===== src/sv/ssvg_ram.sv =====
// Generic single-port-write, single-port-read RAM with registered read data.
module ssvg_ram #(
  parameter int WIDTH = 8,
  parameter int DEPTH = 16
) (
  input  logic                     clk,
  input  logic                     we,
  input  logic [$clog2(DEPTH)-1:0] waddr,
  input  logic [WIDTH-1:0]         wdata,
  input  logic                     re,
  input  logic [$clog2(DEPTH)-1:0] raddr,
  output logic [WIDTH-1:0]         rdata
);

  logic [WIDTH-1:0] mem [DEPTH];

  always_ff @(posedge clk) begin
    if (we) begin
      mem[waddr] <= wdata;
    end
    if (re) begin
      rdata <= mem[raddr];
    end
  end

endmodule


===== config.mk =====
export PLATFORM = sky130hd
export DESIGN_NAME = ssvg_ram
export DESIGN_NICKNAME = d
export VERILOG_FILES = /design/src/sv/ssvg_ram.sv
export SDC_FILE = /design/constraint.sdc
export NUM_CORES = 1
export LEC_CHECK = 0
export BUFFER_PORTS_ARGS = -buffer_cell sky130_fd_sc_hd__buf_2
export CORE_MARGIN = 1
export CORE_UTILIZATION = 30
export CTS_CLUSTER_DIAMETER = 120
export CTS_CLUSTER_SIZE = 24
export DETAILED_ROUTE_END_ITERATION = 6
export PLACE_DENSITY = 0.56
export SLEW_MARGIN = 40
export SYNTH_ARGS = -nofsm -noshare
export SYNTH_HDL_FRONTEND = slang
export SYNTH_SLANG_ARGS = --single-unit

===== constraint.sdc =====
create_clock -name clk -period 2.01 [get_ports clk]
set_input_delay 0.402 -clock clk [delete_from_list [all_inputs] [get_ports clk]]
set_output_delay 0.402 -clock clk [all_outputs]
set_load 0.02 [all_outputs]

==> out/metrics.cfg, run 1 <==
[timing]
max_slew_margin = 0.731
setup_viol = 0
fin_crit_sh = 0.763
tightest_slew_ns = 0.403
max_clock_freq_ghz = 0.652
fin_worst_skew_ns = 0.00547
rsz0062_at_grt = false
final-hold-violation-count = 0
slew_violations = 0
fin_tns_setup_ns = 0
fin_crit_ns = 1.53

[finish]
syn_to_final_growth_pct = 20.1
final_cells = 519
fillerInstances = 1551
drive_gt1_frac = 0.314
antenna_cells = 0
layout.nets = 306

[clock_tree]
cts_tree = built
h-tree-depth = 4
postCtsSetupBuffers = 0
hold_buffers = 0
root_buffer = clkbuf_16
clk_pin_slew_ns = 0.05
clock_path_buffers = 2
numCtsBuffers = 17
cts.sinks = 136
worstSkewPairLatency_ns = 0.41
cts_resized = 0

[power_and_ir_drop]
swShare = 0.200
power.internal_mw = 5.00
p_clk_frac = 0.435
comb_power_share = 0.051
peakVddDrop_uv = 660
p_per_area_nw_per_um2 = 996
p_seq_frac = 0.514
p_leak_nw = 2.09
switching_power_mw = 1.25

[flow_run]
max_cap_violations = 0

[routing]
drt-initial-drc-count = 222
routedWlPerCell_um = 19.6
drtAntennaViolNets = 0
wirelength_um = 10200
vias_per_cell = 4.72
vias = 2450
drc_errors = 0
firstDrtPassIters = 4

[run_status]
status = completed

[global_route]
grt_max_degree = 33
grt_overflow = 0
grt_pass1_vias = 2463
grt_pass1_wl_um = 15100
antenna_found_initial = 0
grt_util_all_layers = 0.123

[setup_path]
critPathKind = primary input to register
endpoint_kind = register
required_ns = 2.16
critPathMaxFanout = 7
arrival_ns = 1.69
worst_setup_path_start_kind = primary input

[synthesis]
synthArstFlopShare = 0
synth_edf_count = 136
syn_avg_cell_area_um2 = 22.8
synthCells = 229
synth_area_um2 = 5230
synth_cell_types = 18
yosysTopAreaCellShare = 0.781
syn-num-nets = 248
yosysTopAreaCell = edfxtp_1
ys_top_cells_by_count = 136 x edfxtp_1, 18 x mux4_2, 16 x a22oi_1, 14 x mux4_1, 13 x nor2_1
ys.flop_type = edfxtp_1
synth_most_common_cell = edfxtp_1
yosysWarnings = 0
yosysSeqAreaShare = 0.781
synth_seq_cells = 136
synth.top_cells.by_area = edfxtp_1 78%, mux4_2 7.8%, mux4_1 7.0%

[floorplanning]
core_um2 = 16800
row_count = 47
dieWidth_um = 134
die_h_um = 134
ios = 27
dieArea_um2 = 18000
start_util = 0.311

[placed_design]
gp_congestion = 0.737
numPortBuffers = 26
place_inst = 488
post-dp-hpwl_um = 6760

[worst_hold_path]
hold_path_class = primary input to register

-- placed cells by master (no fill, tap or decap), types with 2 or more instances in the layout --
cell type	netlist	final
a22oi_1	16	16
buf_12	0	3
buf_2	3	26
buf_4	1	20
clkbuf_1	0	4
clkbuf_16	0	17
clkinv_2	0	5
clkinvlp_4	0	3
edfxtp_1	136	136
mux4_1	14	14
mux4_2	18	18
nand2_1	9	9
nand2b_1	2	2
nand3b_1	2	2
nor2_1	13	13
nor3_1	4	4
-- layout make-up --
type | instances | area (um^2) | share of cell area
multi-input combinational | 83 | 1060 | 0.168
clock buffer | 21 | 440 | 0.0701
timing repair buffer | 49 | 340 | 0.0542
sequential | 136 | 4080 | 0.650
clock inverter | 10 | 81.3 | 0.0130
tap | 220 | 275 | 0.0438
-- worst max-delay path, stage by stage --
cell and delay [ns]:
buf_2 0.15, buf_4 0.22, mux4_2 0.52, a22oi_1 0.30
nand2_1 0.09
-- metal layers --
layer / routed length, um / global-route usage / vias up
met5: 0 / 0 / -
met4: 194 / 0.0543 / 0
met3: 496 / 0.0370 / 19
met2: 4760 / 0.187 / 71
met1: 4720 / 0.163 / 1262
li1: - / - / 1098
-- power groups by stage --
| stage | clock (mW) | combinational [mW] | sequential, mW |
|---|---|---|---|
| after global placement | 0 | 0.318 | 3.27 |
| after detailed placement | 0 | 0.324 | 3.27 |
| after CTS | 2.77 | 0.324 | 3.22 |
| after global routing | 2.88 | 0.345 | 3.22 |
| after floorplan | 0 | 0.161 | 3.28 |
| final | 2.72 | 0.317 | 3.22 |
-- worst paths after layout --
kind,start,to,slack [ns],depth (start not counted)
max,raddr[0],rdata[7],0.48,5
min,re,rdata[2],0.36,1
max reg2reg,mem[11][7],rdata[7],0.54,3
min reg2reg,mem[7][2],rdata[2],0.75,3
-- metrics by stage --
| stage | utilization | instance area, um^2 | setup WS, ns | power (mW) | hold slack, ns |
|---|---|---|---|---|---|
| after floorplan | - | 5230 | 0.115 | 3.45 | 0.501 |
| after global placement | 0.342 | 5760 | 0.0205 | 3.59 | 0.726 |
| after detailed placement | 0.342 | 5760 | 0.0263 | 3.60 | 0.738 |
| after CTS | 0.373 | 6280 | 0.463 | 6.31 | 0.363 |
| after global routing | 0.373 | 6280 | 0.407 | 6.44 | 0.371 |
| final | 0.373 | 6280 | 0.477 | 6.25 | 0.359 |
-- logic make-up (layout without fill, tap and decap cells) --
logic type,Yosys count,after routing,share of synthesized area
AO/OA/AOI/OAI,16,16,0.0230
buffers and inverters,10,80,0.0165
flip-flops,136,136,0.781
multiplexers,32,32,0.148
AND/OR/NAND/NOR,35,35,0.0314
-- sequential cells by signal, summed over array words and instances (netlist names) --
register / count
mem: 128
rdata: 8
Power figures use the tool's default switching activity.
==> run 2: changes to the inputs <==
--- a/config.mk
+++ b/config.mk
@@ -5,13 +5,14 @@
 export SDC_FILE = /design/constraint.sdc
 export NUM_CORES = 1
 export LEC_CHECK = 0
+export ABC_AREA = 1
 export BUFFER_PORTS_ARGS = -buffer_cell sky130_fd_sc_hd__buf_2
 export CORE_MARGIN = 1
 export CORE_UTILIZATION = 30
 export CTS_CLUSTER_DIAMETER = 120
 export CTS_CLUSTER_SIZE = 24
 export DETAILED_ROUTE_END_ITERATION = 6
-export PLACE_DENSITY = 0.56
+export PLACE_DENSITY = 0.55
 export SLEW_MARGIN = 40
 export SYNTH_ARGS = -nofsm -noshare
 export SYNTH_HDL_FRONTEND = slang
==> constraint.sdc (replaced) <==
create_clock -name clk -period 1.5 [get_ports clk]
set_input_delay 0.3 -clock clk [delete_from_list [all_inputs] [get_ports clk]]
set_output_delay 0.3 -clock clk [all_outputs]
set_load 0.02 [all_outputs]
==> run 2 against run 1 <==
  * Sequential power grew 34%
  * Flip-flop and latch count is the same
  * Combinational power grew 68%
  * Sequential share of layout area shrank 6.5 points
  * Total power grew 44%
  * Via count grew 54%
  * Routed wire length grew 26%
  * Cell count grew 68%
  * First-iteration DRC count grew 62%
  * Clock power grew 54%
  * Synthesized area grew 12%
  * Setup slack lost 0.33 ns
==> out/metrics.cfg, run 2 <==
[run_status]
status = completed

[routing]
drt-initial-drc-count = 360  ; +62%
firstDrtPassIters = 7  ; +3
vias = 3763  ; +54%
vias_per_cell = 4.33  ; -8.4%
wirelength_um = 12800  ; +26%
drc_errors = 0  ; unchanged
routedWlPerCell_um = 14.7  ; -25%
drtAntennaViolNets = 0  ; unchanged

[global_route]
grt_overflow = 0  ; unchanged
grt_util_all_layers = 0.139  ; +0.0157
grt_max_degree = 49  ; +48%
grt_pass1_wl_um = 20200  ; +34%
antenna_found_initial = 0  ; unchanged
grt_pass1_vias = 3813  ; +55%

[finish]
regMostFlops = mem
fillerInstances = 1876  ; +21%
drive_gt1_frac = 0.131  ; -0.183
reg_top3 = mem: 128 flops, rdata: 8 flops
antenna_cells = 0  ; unchanged
layout.nets = 617  ; +100%
largest_reg_flops = 128  ; unchanged
syn_to_final_growth_pct = 19.2
final_cell_mix = 173 x nand2_1, 136 x edfxtp_1, 100 x inv_1
mostFrequentLayoutCell = nand2_1

[synthesis]
syn_avg_cell_area_um2 = 10.6  ; -54%
ys.flop_type = edfxtp_1
synthCells = 551  ; +140%
yosysWarnings = 0  ; unchanged
syn-num-nets = 570  ; +130%
synth_area_um2 = 5850  ; +12%
ys_top_cells_by_count = 173 x nand2_1, 136 x edfxtp_1, 100 x inv_1, 97 x nand3_1, 17 x nor2_1
yosysSeqAreaShare = 0.698  ; -0.0828
yosysTopAreaCell = edfxtp_1
synthArstFlopShare = 0  ; unchanged
synth_edf_count = 136  ; unchanged
synth.top_cells.by_area = edfxtp_1 70%, nand2_1 11%, nand3_1 8.3%
yosysTopAreaCellShare = 0.698  ; -0.0828
synth_most_common_cell = nand2_1
synth_cell_types = 11  ; -7
synth_seq_cells = 136  ; unchanged

[floorplanning]
dieArea_um2 = 20100  ; +12%
die_h_um = 142  ; +5.7%
core_um2 = 18900  ; +12%
dieWidth_um = 142  ; +5.7%
row_count = 50  ; +6.4%
ios = 27  ; unchanged
start_util = 0.309  ; -0.00135

[flow_run]
max_cap_violations = 0  ; unchanged

[setup_path]
path_cells = buf_2
cp.depth = 1  ; -4
slowest_delay_ns = 0.44  ; -0.08 ns
timing.rr.end = rdata[0]
critPathKind = register to output pin
r2r-start = mem[7][0]
endpoint_kind = output pin
reg2reg_depth = 6  ; +3
cpMaxStageDelayCell = edfxtp_1
crit_buf_inv = 1  ; -1
critPathMaxFanout = 1  ; -6
worst_setup_path_start_kind = register
arrival_ns = 1.05  ; -0.64 ns
required_ns = 1.20  ; -0.96 ns
rrSetupSlack_ns = 0.39  ; -0.15 ns
path_delay_family = flip-flops
critPathCapture = rdata[6]
crit_start = rdata[6]

[timing]
slew_violations = 0  ; unchanged
max_clock_freq_ghz = 0.741
fin_crit_ns = 1.35
max_slew_margin = 0.601  ; -0.130
final-hold-violation-count = 0  ; unchanged
rsz0062_at_grt = false
tightest_slew_ns = 0.598  ; +0.194 ns
fin_worst_skew_ns = 0.00651  ; +0.00105 ns
setup_viol = 0  ; unchanged
fin_tns_setup_ns = 0  ; unchanged
fin_crit_sh = 0.899
timing.hold.ws_ns = 0.255  ; -0.104 ns

[power_and_ir_drop]
p_total_mw = 9.02  ; +44%
p_per_area_nw_per_um2 = 1290  ; +30%
p_leak_nw = 2.98  ; +42%
peakVddDrop_uv = 798  ; +21%

[clock_tree]
root_buffer = clkbuf_16
hold_buffers = 0  ; unchanged
cts.sinks = 136  ; unchanged
numCtsBuffers = 17  ; unchanged
h-tree-depth = 4  ; unchanged
cts_tree = built
clock_path_buffers = 2  ; unchanged
worstSkewPairLatency_ns = 0.42  ; about the same
cts_resized = 0  ; unchanged
postCtsSetupBuffers = 0  ; unchanged
clk_pin_slew_ns = 0.06  ; about the same

[placed_design]
gp_congestion = 0.810  ; +9.9%
post-dp-hpwl_um = 8250  ; +22%
numPortBuffers = 26  ; unchanged

[worst_hold_path]
hold_path_class = primary input to register

run 2: kinds of logic after synthesis:
group | Yosys count | synth area share
flip-flops | 136 | 0.698
AND/OR/NAND/NOR | 289 | 0.208
buffers and inverters | 126 | 0.0939
run 2: how the worst min path moves through the flow:
stage             start        end  slack (ns)  cells after the start
6_report             re   rdata[2]        0.26                      1
5_1_grt              re   rdata[2]        0.24                      1
4_1_cts              re   rdata[0]        0.24                      1
3_5_place_dp         re   rdata[2]        0.68                      1
3_3_place_gp         re   rdata[2]        0.67                      1
2_1_floorplan  wdata[0]  mem[0][0]        0.40                      0
run 2: worst reg2reg max path: cells and delay by family (launching register included):
kind / cells / cell delay [ns]
AND/OR/NAND/NOR: 5 / 0.43
flip-flops: 1 / 0.35
buffers and inverters: 1 / 0.07
run 2: final cells by class:
type                       count  area (um^2)  area share
clock inverter                13          160      0.0230
tap                          260          325      0.0467
inverter                     102          383      0.0549
timing repair buffer          52          375      0.0539
clock buffer                  18          429      0.0616
sequential                   136         4080       0.586
multi-input combinational    289         1210       0.174
run 2: routing by layer:
layer | vias up | GRT usage | share of wire
met5 | - | 0 | 0
met4 | 0 | 0.0600 | 0.014
met3 | 13 | 0.0324 | 0.068
met2 | 109 | 0.225 | 0.48
met1 | 1768 | 0.177 | 0.44
li1 | 1873 | - | -
run 2: stage by stage:
stage	instance area, um^2	worst slack [ns]	cells	utilization
after floorplan	5850	0.249	551	-
after global placement	6380	0.0155	839	0.338
after detailed placement	6380	0.0166	839	0.338
after CTS	6970	0.143	870	0.369
after global routing	6970	0.134	870	0.369
final	6970	0.151	870	0.369
run 2: report_power, final:
part | leakage [nW] | total, mW | internal (mW) | switching, mW
sequential | 1.24 | 4.31 | 4.28 | 0.0259
combinational | 1.45 | 0.532 | 0.166 | 0.366
clock | 0.293 | 4.18 | 2.73 | 1.45
total | 2.98 | 9.02 | 7.18 | 1.84
==> run 3: changes to the inputs <==
--- a/config.mk
+++ b/config.mk
@@ -5,7 +5,6 @@
 export SDC_FILE = /design/constraint.sdc
 export NUM_CORES = 1
 export LEC_CHECK = 0
-export ABC_AREA = 1
 export BUFFER_PORTS_ARGS = -buffer_cell sky130_fd_sc_hd__buf_2
 export CORE_MARGIN = 1
 export CORE_UTILIZATION = 30
==> run 3 against run 2 <==
  * Non-clock buffer count increased by 1
  * Flip-flop and latch count did not move
  * Utilization is 1.0 points higher
  * Sequential power about the same
  * Sequential share of layout area grew 5.5 points
  * Combinational power shrank 16%
  * Critical path depth rose by 2
  * Cell count down 40%
  * Clock-buffer cell count down 1
  * Design area is 8.6% lower
  * Clock skew is 0.011 ns higher
  * Highest routed layer is now met5
  * Total power down 1.8%
==> out/metrics.cfg, run 3 (same netlist as run 1, synthesis figures left out) <==
[placed_design]
gp_congestion = 0.694  ; -14%
post-place-ws_ns = -0.330  ; -0.347 ns
numPortBuffers = 26  ; unchanged
post-dp-hpwl_um = 6660  ; -19%

[timing]
setup_viol = 0  ; unchanged
fin_crit_sh = 0.948  ; +0.0489
max_clock_freq_ghz = 0.703  ; -5.2%
slew_violations = 0  ; unchanged
setup_ws_ns = 0.0781  ; -0.0733 ns
fin_tns_setup_ns = 0  ; unchanged
timing.hold.ws_ns = 0.261  ; +0.00575 ns
fin_worst_skew_ns = 0.0175  ; +0.0110 ns
fin_crit_ns = 1.42  ; +0.0733 ns
tightest_slew_ns = 0.873  ; +0.275 ns
max_slew_margin = 0.417  ; -0.184
rsz0062_at_grt = false
final-hold-violation-count = 0  ; unchanged

[power_and_ir_drop]
switching_power_mw = 1.89  ; +2.6%
power.internal_mw = 6.96  ; -3.0%
p_per_area_nw_per_um2 = 1390  ; +7.3%
p_seq_frac = 0.486  ; +0.008
p_clk_frac = 0.463  ; about the same
comb_power_share = 0.051  ; -0.008
p_leak_nw = 2.11  ; -29%
peakVddDrop_uv = 840  ; +5.3%
swShare = 0.213  ; +0.00923

[finish]
regMostFlops = mem
fin_util = 0.379  ; +0.0100
largest_reg_flops = 128  ; unchanged
antenna_cells = 0  ; unchanged
final_cell_mix = 136 x edfxtp_1, 31 x mux4_2, 26 x buf_2
drive_gt1_frac = 0.395  ; +0.264
mostFrequentLayoutCell = edfxtp_1
reg_top3 = mem: 128 flops, rdata: 8 flops
fillerInstances = 1557  ; -17%
layout.nets = 310  ; -50%
syn_to_final_growth_pct = 21.9

[floorplanning]
row_count = 47  ; -6.0%
dieWidth_um = 134  ; -5.4%
die_h_um = 134  ; -5.4%
dieArea_um2 = 18000  ; -10%
start_util = 0.311  ; +0.00135
ios = 27  ; unchanged
core_um2 = 16800  ; -11%

[global_route]
busiest_layer = met2
antenna_found_initial = 1  ; +1
grt_pass1_vias = 2607  ; -32%
grt_overflow = 0  ; unchanged
grt_util_all_layers = 0.128  ; -0.0109
grt_max_degree = 19  ; -61%
use_met1 = 0.175  ; -0.00224
met3_usage = 0.0446  ; +0.0122
grt_pass1_wl_um = 16000  ; -20%
use_met2 = 0.191  ; -0.0339

[setup_path]
crit_buf_inv = 0  ; -1
crit_start = mem[11][5]
timing.rr.end = rdata[5]
endpoint_kind = register
reg2reg_depth = 3  ; -3
critPathKind = register to register
cp.depth = 3  ; +2
rrSetupSlack_ns = 0.08  ; -0.31 ns
required_ns = 1.65  ; +0.45 ns
path_cells = mux4_2, a22oi_1, nand2_1
cpMaxStageDelayCell = mux4_2
slowest_delay_ns = 0.48  ; +0.04 ns
worst_setup_path_start_kind = register
path_delay_family = multiplexers
arrival_ns = 1.57  ; +0.52 ns
critPathMaxFanout = 1  ; unchanged
r2r-start = mem[11][5]

[routing]
drt-initial-drc-count = 233  ; -35%
drtAntennaViolNets = 0  ; unchanged
firstDrtPassIters = 4  ; -3
wirelength_um = 10300  ; -19%
vias_per_cell = 4.73  ; +9.5%
vias = 2481  ; -34%
drc_errors = 0  ; unchanged
routedWlPerCell_um = 19.7  ; +34%

[clock_tree]
clk_pin_slew_ns = 0.06  ; about the same
worstSkewPairLatency_ns = 0.41  ; about the same
cts_resized = 0  ; unchanged
postCtsSetupBuffers = 0  ; unchanged
cts.sinks = 136  ; unchanged
cts_tree = built
h-tree-depth = 4  ; unchanged
clock_path_buffers = 2  ; unchanged
numCtsBuffers = 17  ; unchanged
root_buffer = clkbuf_16
hold_buffers = 0  ; unchanged

[run_status]
status = completed

[worst_hold_path]
min_from = re
whs_path_depth = 1  ; unchanged
min_to = rdata[0]
hold_path_class = primary input to register

[flow_run]
max_cap_violations = 0  ; unchanged

-- run 3: how the worst max path moves through the flow --
stage | endpoint | slack, ns
finish | rdata[5] | 0.08
floorplan | mem[3][0] | -0.07
CTS | rdata[3] | 0.02
global placement | rdata[1] | -0.31
detailed placement | rdata[3] | -0.33
global route | rdata[3] | 0.007
-- run 3: final cells by class --
cell class / count / area (um^2) / area share
repair buffers: 53 / 395 / 0.0620
clock buffers: 17 / 425 / 0.0667
flip-flops and latches: 136 / 4080 / 0.641
well taps: 220 / 275 / 0.0432
clock inverters: 15 / 170 / 0.0267
multi-input cells: 83 / 1020 / 0.161
-- run 3: power groups by stage --
stage               sequential [mW]  clock (mW)  combinational, mW
finish                         4.31        4.10              0.448
CTS                            4.31        4.18              0.455
global placement               4.38           0              0.445
global route                   4.31        4.34              0.490
detailed placement             4.39           0              0.454
floorplan                      4.40           0              0.235
-- run 3: through the flow --
step | area, um^2 | total power, mW | cells
after floorplan | 5220 | 4.64 | 229
after global placement | 5770 | 4.83 | 492
after detailed placement | 5770 | 4.84 | 492
after CTS | 6360 | 8.94 | 524
after global routing | 6370 | 9.14 | 524
final | 6370 | 8.85 | 524
-- run 3: per-layer routing --
| metal | share of wire | vias up |
|---|---|---|
| li1 | - | 1094 |
| met1 | 0.45 | 1304 |
| met2 | 0.48 | 75 |
| met3 | 0.065 | 6 |
| met4 | 0.0071 | 2 |
| met5 | 0.00077 | - |
