`config.mk`:
```
export PLATFORM = sky130hd
export DESIGN_NAME = ssvg_div
export DESIGN_NICKNAME = d
export VERILOG_FILES = /design/src/sv/ssvg_div.sv
export SDC_FILE = /design/constraint.sdc
export NUM_CORES = 1
export LEC_CHECK = 0
export ABC_CLOCK_PERIOD_IN_PS = 5480
export BUFFER_PORTS_ARGS = -buffer_cell sky130_fd_sc_hd__buf_4
export CAP_MARGIN = 25
export CORE_MARGIN = 2
export CORE_UTILIZATION = 24
export CTS_CLUSTER_SIZE = 16
export DETAILED_ROUTE_END_ITERATION = 8
export GPL_TIMING_DRIVEN = 0
export PLACE_DENSITY_LB_ADDON = 0.12
export SYNTH_ARGS = -nofsm -noshare
export SYNTH_HDL_FRONTEND = slang
export SYNTH_SLANG_ARGS = --single-unit
```
`constraint.sdc`:
```
create_clock -name clk -period 5.48 [get_ports clk]
set_input_delay 0 -clock clk [delete_from_list [all_inputs] [get_ports clk]]
set_output_delay 0 -clock clk [all_outputs]
set_load 0.005 [all_outputs]
```
`src/sv/ssvg_div.sv`:
```
// Restoring divider, one quotient bit per cycle.
module ssvg_div #(
  parameter int NW = 45,
  parameter int DW = 12
) (
  input  logic          clk,
  input  logic          rst_n,
  input  logic          start,
  input  logic [NW-1:0] dividend,
  input  logic [DW-1:0] divisor,
  output logic          busy,
  output logic [NW-1:0] quotient
);

  localparam int CNT_W = $clog2(NW + 1);

  logic [DW-1:0]    rem_r, rem_nxt;
  logic [NW-1:0]    q_r, q_nxt;
  logic [DW-1:0]    d_r, d_nxt;
  logic [CNT_W-1:0] cnt_r, cnt_nxt;
  logic             busy_r, busy_nxt;
  logic [DW:0]      shifted;
  logic [DW:0]      trial;

  always_comb begin
    rem_nxt  = rem_r;
    q_nxt    = q_r;
    d_nxt    = d_r;
    cnt_nxt  = cnt_r;
    busy_nxt = busy_r;
    shifted  = {rem_r, q_r[NW-1]};
    trial    = shifted - {1'b0, d_r};
    if (start) begin
      rem_nxt  = '0;
      q_nxt    = dividend;
      d_nxt    = divisor;
      cnt_nxt  = CNT_W'(NW);
      busy_nxt = 1'b1;
    end else if (busy_r) begin
      if (shifted >= {1'b0, d_r}) begin
        rem_nxt = trial[DW-1:0];
        q_nxt   = {q_r[NW-2:0], 1'b1};
      end else begin
        rem_nxt = shifted[DW-1:0];
        q_nxt   = {q_r[NW-2:0], 1'b0};
      end
      cnt_nxt = cnt_r - 1'b1;
      if (cnt_r == CNT_W'(1)) begin
        busy_nxt = 1'b0;
      end
    end
  end

  always_ff @(posedge clk) begin
    if (!rst_n) begin
      busy_r <= 1'b0;
      cnt_r  <= '0;
    end else begin
      busy_r <= busy_nxt;
      cnt_r  <= cnt_nxt;
    end
    rem_r <= rem_nxt;
    q_r   <= q_nxt;
    d_r   <= d_nxt;
  end

  assign busy     = busy_r;
  assign quotient = q_r;

endmodule

```
==> results.sh, run 1 <==
export IMPL_grt_overflow_total=0
export IMPL_dieArea_sq_um=16750
export IMPL_cts_root_buffer="clkbuf_16"
export IMPL_yosysSeqAreaShare_pct=55.40
export IMPL_cp_slowest_cell="a21boi_0"
export IMPL_p_leak_nw=2.299
export IMPL_fin_util_pct=37.45
export IMPL_htreeDepth=3
export IMPL_cts_tree="done"
export IMPL_wirelength_um=9854
export IMPL_grt_setup_unrepaired="false"
export IMPL_rr_startpoint="quotient[44]$_DFFE_PP_"
export IMPL_io_buffers=105
export IMPL_synthCells=299
export IMPL_cp_slowest_stage_delay_ps=470
export IMPL_synth_cell_types=49
export IMPL_numCtsBuffers=9
export IMPL_num_vias=2973
export IMPL_worst_setup_path_end_kind="flop"
export IMPL_cts_max_path_buffers=2
export IMPL_path_max_fanout=4
export IMPL_start_util_pct=24.66
export IMPL_clock_fmax_mhz=389.4
export IMPL_critPathBufInv=1
export IMPL_layout_area_overhead_vs_synth_pct=51.89
export IMPL_tns_ps=0
export IMPL_syn_area_sq_um=3776
export IMPL_synth_seq_cells=76
export IMPL_cts_sinks=76
export IMPL_die_h_um=129.4
export IMPL_critical_path_class="reg2reg"
export IMPL_min_period_ps=2568
export IMPL_antenna_cells=0
export IMPL_synth_async_sr_flop_share_pct=0
export IMPL_core_sq_um=15310
export IMPL_cp_top_family="compound AO/OA/AOI/OAI gates"
export IMPL_dp_hpwl_um=6671
export IMPL_cts_resized=0
export IMPL_setup_violations=0
export IMPL_crit_chain="inv_1 > ha_1 > fa_1 > nor2b_1 > o21bai_1 > a21boi_0 > o221ai_1 > xor2_1 > o21ai_1"
export IMPL_clk_pin_slew_ps=70
export IMPL_relSlewSlack_pct=58.50
export IMPL_worst_pin_slew_ps=622.5
export IMPL_antenna_found_initial=0
export IMPL_fin_skew_ps=9.927
export IMPL_drcViolationCount=0
export IMPL_arrival_ps=2840
export IMPL_vias_per_cell=4.309
export IMPL_vdd_ir_drop_max_mv=0.1459
export IMPL_startpoint="quotient[44]$_DFFE_PP_"
export IMPL_slew_viol_final=0
export IMPL_timing_final_crit_share_pct=46.87
export IMPL_nets=549
export IMPL_syn_nets=374
export IMPL_grt_pass1_wl_um=15950
export IMPL_place_congestion=0.7535
export IMPL_layout_drive_gt1_share_pct=37.79
export IMPL_ys_warn_count=0
export IMPL_power_density_nw_per_um2=293.6
export IMPL_synth_avg_cell_area_sq_um=12.63
export IMPL_avgRoutedWirePerCell_um=14.28
export IMPL_worst_setup_path_start_kind="flop"
export IMPL_status="finished, final reports clean"
export IMPL_drt_initial_drc_count=139
export IMPL_ys_flop_type="edfxtp_1"
export IMPL_cap_violations=0
export IMPL_hold_start="start"
export IMPL_clk_latency_ps=340
export IMPL_required_ps=5750
export IMPL_hp_class="in2reg"
export IMPL_finalHoldViolations=0
export IMPL_dr_pass1_iters=4
export IMPL_totalPowerFinal_mw=1.684
export IMPL_synth_edf_count=57
export IMPL_grt_start_max_net_pins=34
export IMPL_grt_util_all_layers_pct=12.44
export IMPL_grt_pass1_vias=3109
export IMPL_ant_nets=0
export IMPL_die_w_um=129.4
export IMPL_pin_count=106
export IMPL_num_rows=45
## kinds of logic (layout without fill, tap and decap cells)
logic type	after synthesis	after routing	share of synthesized area [%]
muxes	47	47	14.08
adders and majority gates	15	15	5.169
DFF	76	76	55.40
and+or+nand+nor	65	65	8.118
xor gates and xnor gates	11	11	2.551
AOI/OAI and AO/OA	56	56	11.40
buffers and inverters	29	209	3.280
## synth_stat cells, types with 2 or more instances
library cell  instances  area [sq um]
mux2_2               45         506.7
nand2_1              21         78.83
clkbuf_1              6         22.52
nor2_1               21         78.83
edfxtp_1             57          1712
inv_1                17         63.81
a21boi_0              5         37.54
or3_1                 3         18.77
nor3b_1               4         30.03
nand3_1               5         25.02
a21oi_1               8         40.04
a311oi_1              6         52.55
nor2b_1               3         18.77
buf_6                 2         22.52
a41oi_1               2         17.52
buf_1                 4         15.01
xor2_1                4         35.03
ha_1                 14         175.2
dfxtp_1              19         380.4
a211oi_2              2         25.02
a31oi_1               3         18.77
o21ai_1               3         15.01
xnor2_1               7         61.31
o21a_1                3         22.52
nor3_1                3         15.01
a21o_1                3         22.52
o21ai_0               7         35.03
## worst reg2reg max path, stage by stage (launching register included)
cell and delay [ps]:
edfxtp_1 400, inv_1 90, ha_1 240, fa_1 420
nor2b_1 200, o21bai_1 90, a21boi_0 470, o221ai_1 250
xor2_1 190, o21ai_1 150
## sequential cells by signal (all words and copies together), names as in the netlist
signal    count
busy          1
d_r          12
quotient     45
cnt_r         6
rem_r        12
## layout by cell type (no fill, tap or decap), types with 5 or more instances in the layout
cell,netlist,layout
buf_4,0,105
dlygate4sd3_1,0,58
edfxtp_1,57,57
mux2_2,45,45
nor2_1,21,21
nand2_1,21,21
dfxtp_1,19,19
inv_1,17,17
ha_1,14,14
clkbuf_16,0,9
a21oi_1,8,8
o21ai_0,7,7
xnor2_1,7,7
clkbuf_1,6,6
a311oi_1,6,6
a21boi_0,5,5
nand3_1,5,5
## through the flow
stage                     instance area (sq um)  std cells  setup WS [ps]  hold slack [ps]
final                                      5736        690           2912            37.72
after CTS                                  5736        690           2948            31.11
after detailed placement                   4848        616           2996            179.5
after global routing                       5736        690           2708            34.20
after floorplan                            3776        299           3445            98.87
after global placement                     4828        615           2746            179.4
## path summary, 6_finish.rpt
| check | slack (ps) | depth (start not counted) | end |
|---|---|---|---|
| worst max-delay path | 2910 | 9 | rem_r[10]$_SDFFE_PP0P_ |
| worst min-delay path | 40 | 1 | d_r[2]$_DFFE_PP_ |
| worst max register to register | 2910 | 9 | rem_r[10]$_SDFFE_PP0P_ |
| worst min register to register | 500 | 2 | rem_r[3]$_SDFFE_PP0P_ |
## power by group
part	internal (mW)	switching, mW
Combinational	0.191	0.150
Sequential	0.685	0.0330
Clock	0.359	0.265
Total	1.24	0.448
## timing repair
action,in CTS,in global routing
buffers inserted,0,0
hold buffers,58,0
endpoints found under the hold margin,64,0
## area by class of cell
cell class | count | area [sq um]
multi-input combinational | 194 | 1560
clock buffer | 9 | 225.2
buffer | 12 | 60.06
clock inverter | 7 | 81.33
fill | 1555 | 9579
inverter | 17 | 63.81
sequential | 76 | 2092
tap | 211 | 264.0
timing repair buffer | 164 | 1389
## metal layers
metal,GRT usage (%),part of all wire (%),vias to the layer above
li1,-,-,1469
met2,18.54,45,97
met4,4.617,1.6,0
met5,0,0,-
met1,15.94,46,1395
met3,5.533,7.9,12
Note: power is estimated with default switching activity, not from simulation.
==> inputs of run 2 (changes only) <==
Settings changed: ABC_CLOCK_PERIOD_IN_PS 5480 to 2700.
Clock period 5.48 ns to 2.7 ns, I/O delays scaled along.
==> run 2 against run 1 <==
Net effect:
- via count about the same
- sequential cell count unchanged
- highest routed layer unchanged
- first-iteration DRC count unchanged
- final area unchanged
- combinational power up 100%
- hold slack about the same
- non-clock buffer count unchanged
- largest cell class unchanged
- cell count unchanged
- largest power group unchanged
- critical endpoint unchanged
- sequential power up 100%
==> results.sh, run 2 (same netlist as run 1, synthesis figures left out) <==
export IMPL_status="finished, final reports clean"
export IMPL_p_sw_mw=0.9099
export IMPL_grt_start_max_net_pins=34
export IMPL_hold_ws_ps=37.72
export IMPL_ant_nets=0
export IMPL_finalHoldViolations=0
export IMPL_antenna_cells=0
export IMPL_setup_violations=0
export IMPL_layout_drive_gt1_share_pct=37.79
export IMPL_p_int_mw=2.508
export IMPL_vias_per_cell=4.310
export IMPL_slew_viol_final=0
export IMPL_swShare_pct=26.62
export IMPL_p_leak_nw=2.299
export IMPL_io_buffers=105
export IMPL_critPathBufInv=1
export IMPL_worstReg2RegEnd="rem_r[10]$_SDFFE_PP0P_"
export IMPL_path_max_fanout=4
export IMPL_clk_latency_ps=340
export IMPL_min_period_ps=2384
export IMPL_num_vias=2974
export IMPL_nets=549
export IMPL_pin_count=106
export IMPL_final_area_sq_um=5736
export IMPL_grt_pass1_vias=3109
export IMPL_crit_chain="inv_1 > ha_1 > fa_1 > nor2b_1 > o21bai_1 > a21boi_1 > o221ai_1 > xor2_1 > o21ai_1"
export IMPL_cp_top_family="compound AO/OA/AOI/OAI gates"
export IMPL_start_util_pct=24.66
export IMPL_cp_slowest_stage_delay_ps=420
export IMPL_cp_slowest_cell="fa_1"
export IMPL_grt_overflow_total=0
export IMPL_grt_setup_unrepaired="false"
export IMPL_hp_class="in2reg"
export IMPL_antenna_found_initial=0
export IMPL_cts_tree="done"
export IMPL_rr_startpoint="quotient[44]$_DFFE_PP_"
export IMPL_hold_start="start"
export IMPL_p_comb_share_pct=20.3
export IMPL_dr_pass1_iters=4
export IMPL_dp_hpwl_um=6671
export IMPL_place_congestion=0.7535
export IMPL_die_h_um=129.4
export IMPL_critical_path_class="reg2reg"
export IMPL_layout_area_overhead_vs_synth_pct=51.89
export IMPL_fin_util_pct=37.45
export IMPL_grt_util_all_layers_pct=12.44
export IMPL_reg2regPathDepth=9
export IMPL_fin_skew_ps=9.927
export IMPL_die_w_um=129.4
export IMPL_pwr_share_seq_pct=42.7
export IMPL_relSlewSlack_pct=58.49
export IMPL_worst_pin_slew_ps=622.7
export IMPL_htreeDepth=3
export IMPL_grt_pass1_wl_um=15950
export IMPL_drt_initial_drc_count=139
export IMPL_cts_sinks=76
export IMPL_core_sq_um=15310
export IMPL_dieArea_sq_um=16750
export IMPL_timing_final_crit_share_pct=88.28
export IMPL_numCtsBuffers=9
export IMPL_r2r_slack_ps=320
export IMPL_arrival_ps=2650
export IMPL_vdd_ir_drop_max_mv=0.2961
export IMPL_avgRoutedWirePerCell_um=14.28
export IMPL_largest_reg_flops=45
export IMPL_drcViolationCount=0
export IMPL_clk_pin_slew_ps=70
export IMPL_worst_setup_path_start_kind="flop"
export IMPL_cts_max_path_buffers=2
export IMPL_layout_commonest_cell="buf_4"
export IMPL_num_rows=45
export IMPL_min_to="d_r[2]$_DFFE_PP_"
export IMPL_placed_cell_area_sq_um=4848
export IMPL_whs_path_depth=1
export IMPL_cap_violations=0
export IMPL_clock_fmax_mhz=419.5
export IMPL_clock_power_share_pct=37.1
export IMPL_power_density_nw_per_um2=596.0
export IMPL_worst_setup_path_end_kind="flop"
export IMPL_required_ps=2970
export IMPL_cts_root_buffer="clkbuf_16"
export IMPL_wirelength_um=9852
export IMPL_final_cell_mix="buf_4, dlygate4sd3_1, edfxtp_1"
run 2: cell counts in the layout (fill, tap and decap cells not counted):
Identical to the previous run, type by type.
run 2: area by class of cell:
| class | instances | area (sq um) |
|---|---|---|
| clock inverters | 7 | 81.33 |
| clock buffers | 9 | 225.2 |
| plain buffers | 12 | 60.06 |
| well taps | 211 | 264.0 |
| flip-flops and latches | 76 | 2092 |
| inverters | 17 | 63.81 |
| repair buffers | 164 | 1389 |
| multi-input cells | 194 | 1560 |
| fillers | 1555 | 9579 |
run 2: per-layer routing:
metal / wire, um / up-vias / share of wire [%] / track usage [%]
met2: 4420 / 97 / 45 / 18.54
li1: - / 1469 / - / -
met3: 779 / 12 / 7.9 / 5.533
met5: 0 / - / 0 / 0
met4: 155 / 0 / 1.6 / 4.617
met1: 4496 / 1396 / 46 / 15.94
run 2: worst max-delay path by stage:
stage,start,endpoint,slack [ps],cells past startpoint
after CTS,quotient[44]$_DFFE_PP_,rem_r[10]$_SDFFE_PP0P_,170,9
after global placement,start,quotient[22]$_DFFE_PP_,-30,4
after global routing,quotient[44]$_DFFE_PP_,rem_r[10]$_SDFFE_PP0P_,120,9
after floorplan,quotient[44]$_DFFE_PP_,rem_r[6]$_SDFFE_PP0P_,670,9
after detailed placement,quotient[44]$_DFFE_PP_,rem_r[10]$_SDFFE_PP0P_,220,9
final,quotient[44]$_DFFE_PP_,rem_r[10]$_SDFFE_PP0P_,320,9
run 2: power by group through the flow:
stage / registers [mW] / clock network [mW] / logic, mW
finish: 1.46 / 1.27 / 0.693
global route: 1.48 / 1.37 / 0.769
CTS: 1.46 / 1.33 / 0.700
detailed placement: 1.48 / 0 / 0.630
global placement: 1.48 / 0 / 0.624
floorplan: 1.47 / 0 / 0.351
run 2: worst register-to-register path, stage by stage, from the launching register on:
cell and delay (ps):
edfxtp_1 400, inv_1 90, ha_1 240, fa_1 420, nor2b_1 200, o21bai_1 90
a21boi_1 330, o221ai_1 210, xor2_1 180, o21ai_1 150
run 2: repair_timing:
item                                    CTS  global route
hold buffers                             58             0
setup buffers                             0             0
endpoints found under the setup margin    0             2
hold endpoints to repair                 64             0
resized for setup                         0             1
run 2: stage by stage:
stage          std cells  TNS, ps  setup slack [ps]  total power, mW
3_3_place_gp         615    -1426            -33.54            2.106
2_1_floorplan        299        0             665.0            1.825
6_report             690        0             316.4            3.418
5_1_grt              690        0             115.1            3.616
3_5_place_dp         616        0             215.8            2.111
4_1_cts              690        0             167.5            3.486
==> inputs of run 3 (changes only) <==
Settings changed: ABC_AREA set to 1.
==> run 3 against run 2 <==
Net effect:
- via count increased by 24%
- cell count increased by 28%
- utilization decreased by 1.3 points
- clock power decreased by 5%
- hold slack improved by 6.6 ps
- worst setup slack improved by 410 ps
- combinational power decreased by 25%
- sequential power about the same
- sequential share of layout area decreased by 1.4 points
- maximum frequency increased by 21%
- synthesized cell count increased by 62%
==> results.sh, run 3 <==
export IMPL_r2r_slack_ps=730
export IMPL_path_max_fanout=3
export IMPL_cap_violations=0
export IMPL_pin_count=106
export IMPL_slew_viol_final=0
export IMPL_avgRoutedWirePerCell_um=12.54
export IMPL_cts_resized=0
export IMPL_core_sq_um=16470
export IMPL_grt_util_all_layers_pct=12.83
export IMPL_htreeDepth=3
export IMPL_num_vias=3674
export IMPL_ys_flop_type="edfxtp_1"
export IMPL_min_period_ps=1973
export IMPL_grt_overflow_total=0
export IMPL_hold_ws_ps=44.29
export IMPL_relSlewSlack_pct=60.83
export IMPL_met1_usage_pct=15.60
export IMPL_synth_cell_types=33
export IMPL_dp_hpwl_um=7733
export IMPL_io_buffers=105
export IMPL_grt_start_max_net_pins=28
export IMPL_final_area_sq_um=5957
export IMPL_die_w_um=133.1
export IMPL_arrival_ps=2200
export IMPL_place_congestion=0.7999
export IMPL_grt_setup_unrepaired="false"
export IMPL_power_density_nw_per_um2=531.4
export IMPL_setup_violations=0
export IMPL_layout_area_overhead_vs_synth_pct=48.92
export IMPL_numCtsBuffers=9
export IMPL_yosysSeqAreaShare_pct=52.30
export IMPL_finalWorstSetupSlack_ps=727.2
export IMPL_placed_cell_area_sq_um=5084
export IMPL_nets=734
export IMPL_cts_root_buffer="clkbuf_16"
export IMPL_rr_startpoint="quotient[44]$_DFFE_PP_"
export IMPL_syn_area_sq_um=4000
export IMPL_layout_commonest_cell="nand2_1"
export IMPL_fin_skew_ps=7.882
export IMPL_hp_class="in2reg"
export IMPL_status="finished, final reports clean"
export IMPL_cts_tree="done"
export IMPL_syn_nets=559
export IMPL_antenna_found_initial=0
export IMPL_ys_warn_count=0
export IMPL_dieArea_sq_um=17720
export IMPL_required_ps=2930
export IMPL_num_rows=47
export IMPL_ys_top_cells_by_area="edfxtp_1, nand2_1, dfxtp_1"
export IMPL_layout_drive_gt1_share_pct=21.39
export IMPL_dr_pass1_iters=4
export IMPL_synth_edf_count=57
export IMPL_min_to="d_r[2]$_DFFE_PP_"
export IMPL_p_leak_nw=2.893
export IMPL_timing_final_crit_share_pct=73.07
export IMPL_clk_latency_ps=340
export IMPL_grt_pass1_wl_um=18010
export IMPL_synthCells=484
export IMPL_worstReg2RegEnd="rem_r[6]$_SDFFE_PP0P_"
export IMPL_cts_max_path_buffers=2
export IMPL_start_util_pct=24.29
export IMPL_post_cts_setup_buffers=0
export IMPL_busiest_layer="met2"
export IMPL_ant_nets=0
export IMPL_drcViolationCount=0
export IMPL_met2_usage_pct=21.82
export IMPL_synth_most_common_cell="nand2_1"
export IMPL_worst_pin_slew_ps=587.6
export IMPL_die_h_um=133.1
export IMPL_largest_reg_flops=45
export IMPL_grt_pass1_vias=3675
export IMPL_wirelength_um=11090
export IMPL_hold_start="start"
export IMPL_vias_per_cell=4.156
export IMPL_synth_async_sr_flop_share_pct=0
export IMPL_synth_top_area_share_pct=42.79
export IMPL_fin_util_pct=36.18
export IMPL_antenna_cells=0
export IMPL_worst_setup_path_start_kind="flop"
export IMPL_dp_cells=810
export IMPL_drt_initial_drc_count=267
export IMPL_vdd_ir_drop_max_mv=0.3726
export IMPL_finalHoldViolations=0
export IMPL_use_met3_pct=4.376
export IMPL_clk_pin_slew_ps=60
export IMPL_cts_sinks=76
export IMPL_fillers=1758
export IMPL_synth_seq_cells=76
export IMPL_totalPowerFinal_mw=3.166
export IMPL_final_cell_mix="nand2_1, buf_4, dlygate4sd3_1"
export IMPL_reg2regPathDepth=11
export IMPL_worst_setup_path_end_kind="flop"
export IMPL_critical_path_class="reg2reg"
export IMPL_synth_common_cells="nand2_1, inv_1, edfxtp_1"
export IMPL_synth_avg_cell_area_sq_um=8.265
export IMPL_yosys_area_top_type="edfxtp_1"
export IMPL_dp_worst_setup_slack_ps=745.3
export IMPL_whs_path_depth=1
export IMPL_fin_cells=884
export IMPL_clock_fmax_mhz=506.9
export IMPL_tns_ps=0
## run 3: cell count changes after synthesis, sizes merged, moves of 7 or more
cell	before	now
nand2	21	221
nand3	5	30
o21ai	11	3
mux2	46	0
nand4	1	15
a311oi	7	0
inv	17	60
## run 3: worst max-delay path, stage by stage, from the launching register on
cell      delay (ps)
edfxtp_1         360
inv_1             70
ha_1             230
fa_1             410
inv_1            100
nand3_1           70
nand3_1          150
nand2_1           90
a21boi_0         160
o21ai_0          110
nand3_1           80
nand2_1           50
## run 3: area by class of cell
class	instances	area [sq um]	area share (%)
plain buffers	17	85.08	1.428
inverters	60	225.2	3.781
repair buffers	164	1389	23.31
clock buffers	11	232.7	3.907
well taps	220	275.3	4.621
flip-flops and latches	76	2092	35.12
clock inverters	5	60.06	1.008
multi-input cells	331	1598	26.82
## run 3: cells by family after synthesis
| family | after synthesis | share of synthesized area (%) |
|---|---|---|
| simple gates | 295 | 31.31 |
| buf+inv | 77 | 7.757 |
| flops | 76 | 52.30 |
| compound gates | 16 | 2.659 |
| fa+ha+maj | 15 | 4.880 |
| xor+xnor | 5 | 1.095 |
## run 3: how the worst max path moves through the flow
stage                            from                endpoint  cells after the start
3_3_place_gp                    start  quotient[27]$_DFFE_PP_                      4
2_1_floorplan         busy$_SDFF_PN0_   quotient[0]$_DFFE_PP_                      2
6_report       quotient[44]$_DFFE_PP_   rem_r[6]$_SDFFE_PP0P_                     11
5_1_grt        quotient[44]$_DFFE_PP_   rem_r[6]$_SDFFE_PP0P_                     11
4_1_cts        quotient[44]$_DFFE_PP_   rem_r[6]$_SDFFE_PP0P_                     11
3_5_place_dp   quotient[44]$_DFFE_PP_   rem_r[6]$_SDFFE_PP0P_                     11
## run 3: metal layers
| layer | part of all wire [%] | vias to the layer above | wire length, um |
|---|---|---|---|
| li1 | - | 1890 | - |
| met2 | 48 | 82 | 5377 |
| met3 | 4.8 | 5 | 535 |
| met5 | 0 | - | 0 |
| met1 | 46 | 1697 | 5089 |
| met4 | 0.75 | 0 | 83 |
## run 3: what timing repair did
| action | in CTS | in global routing |
|---|---|---|
| hold buffers | 58 | 0 |
| endpoints found under the setup margin | 0 | 0 |
| hold endpoints to repair | 64 | 0 |
## run 3: report_power, final
group          internal (mW)  total [mW]  switching [mW]
clock                  0.722        1.21           0.487
sequential              1.38        1.43          0.0569
combinational          0.277       0.523           0.246
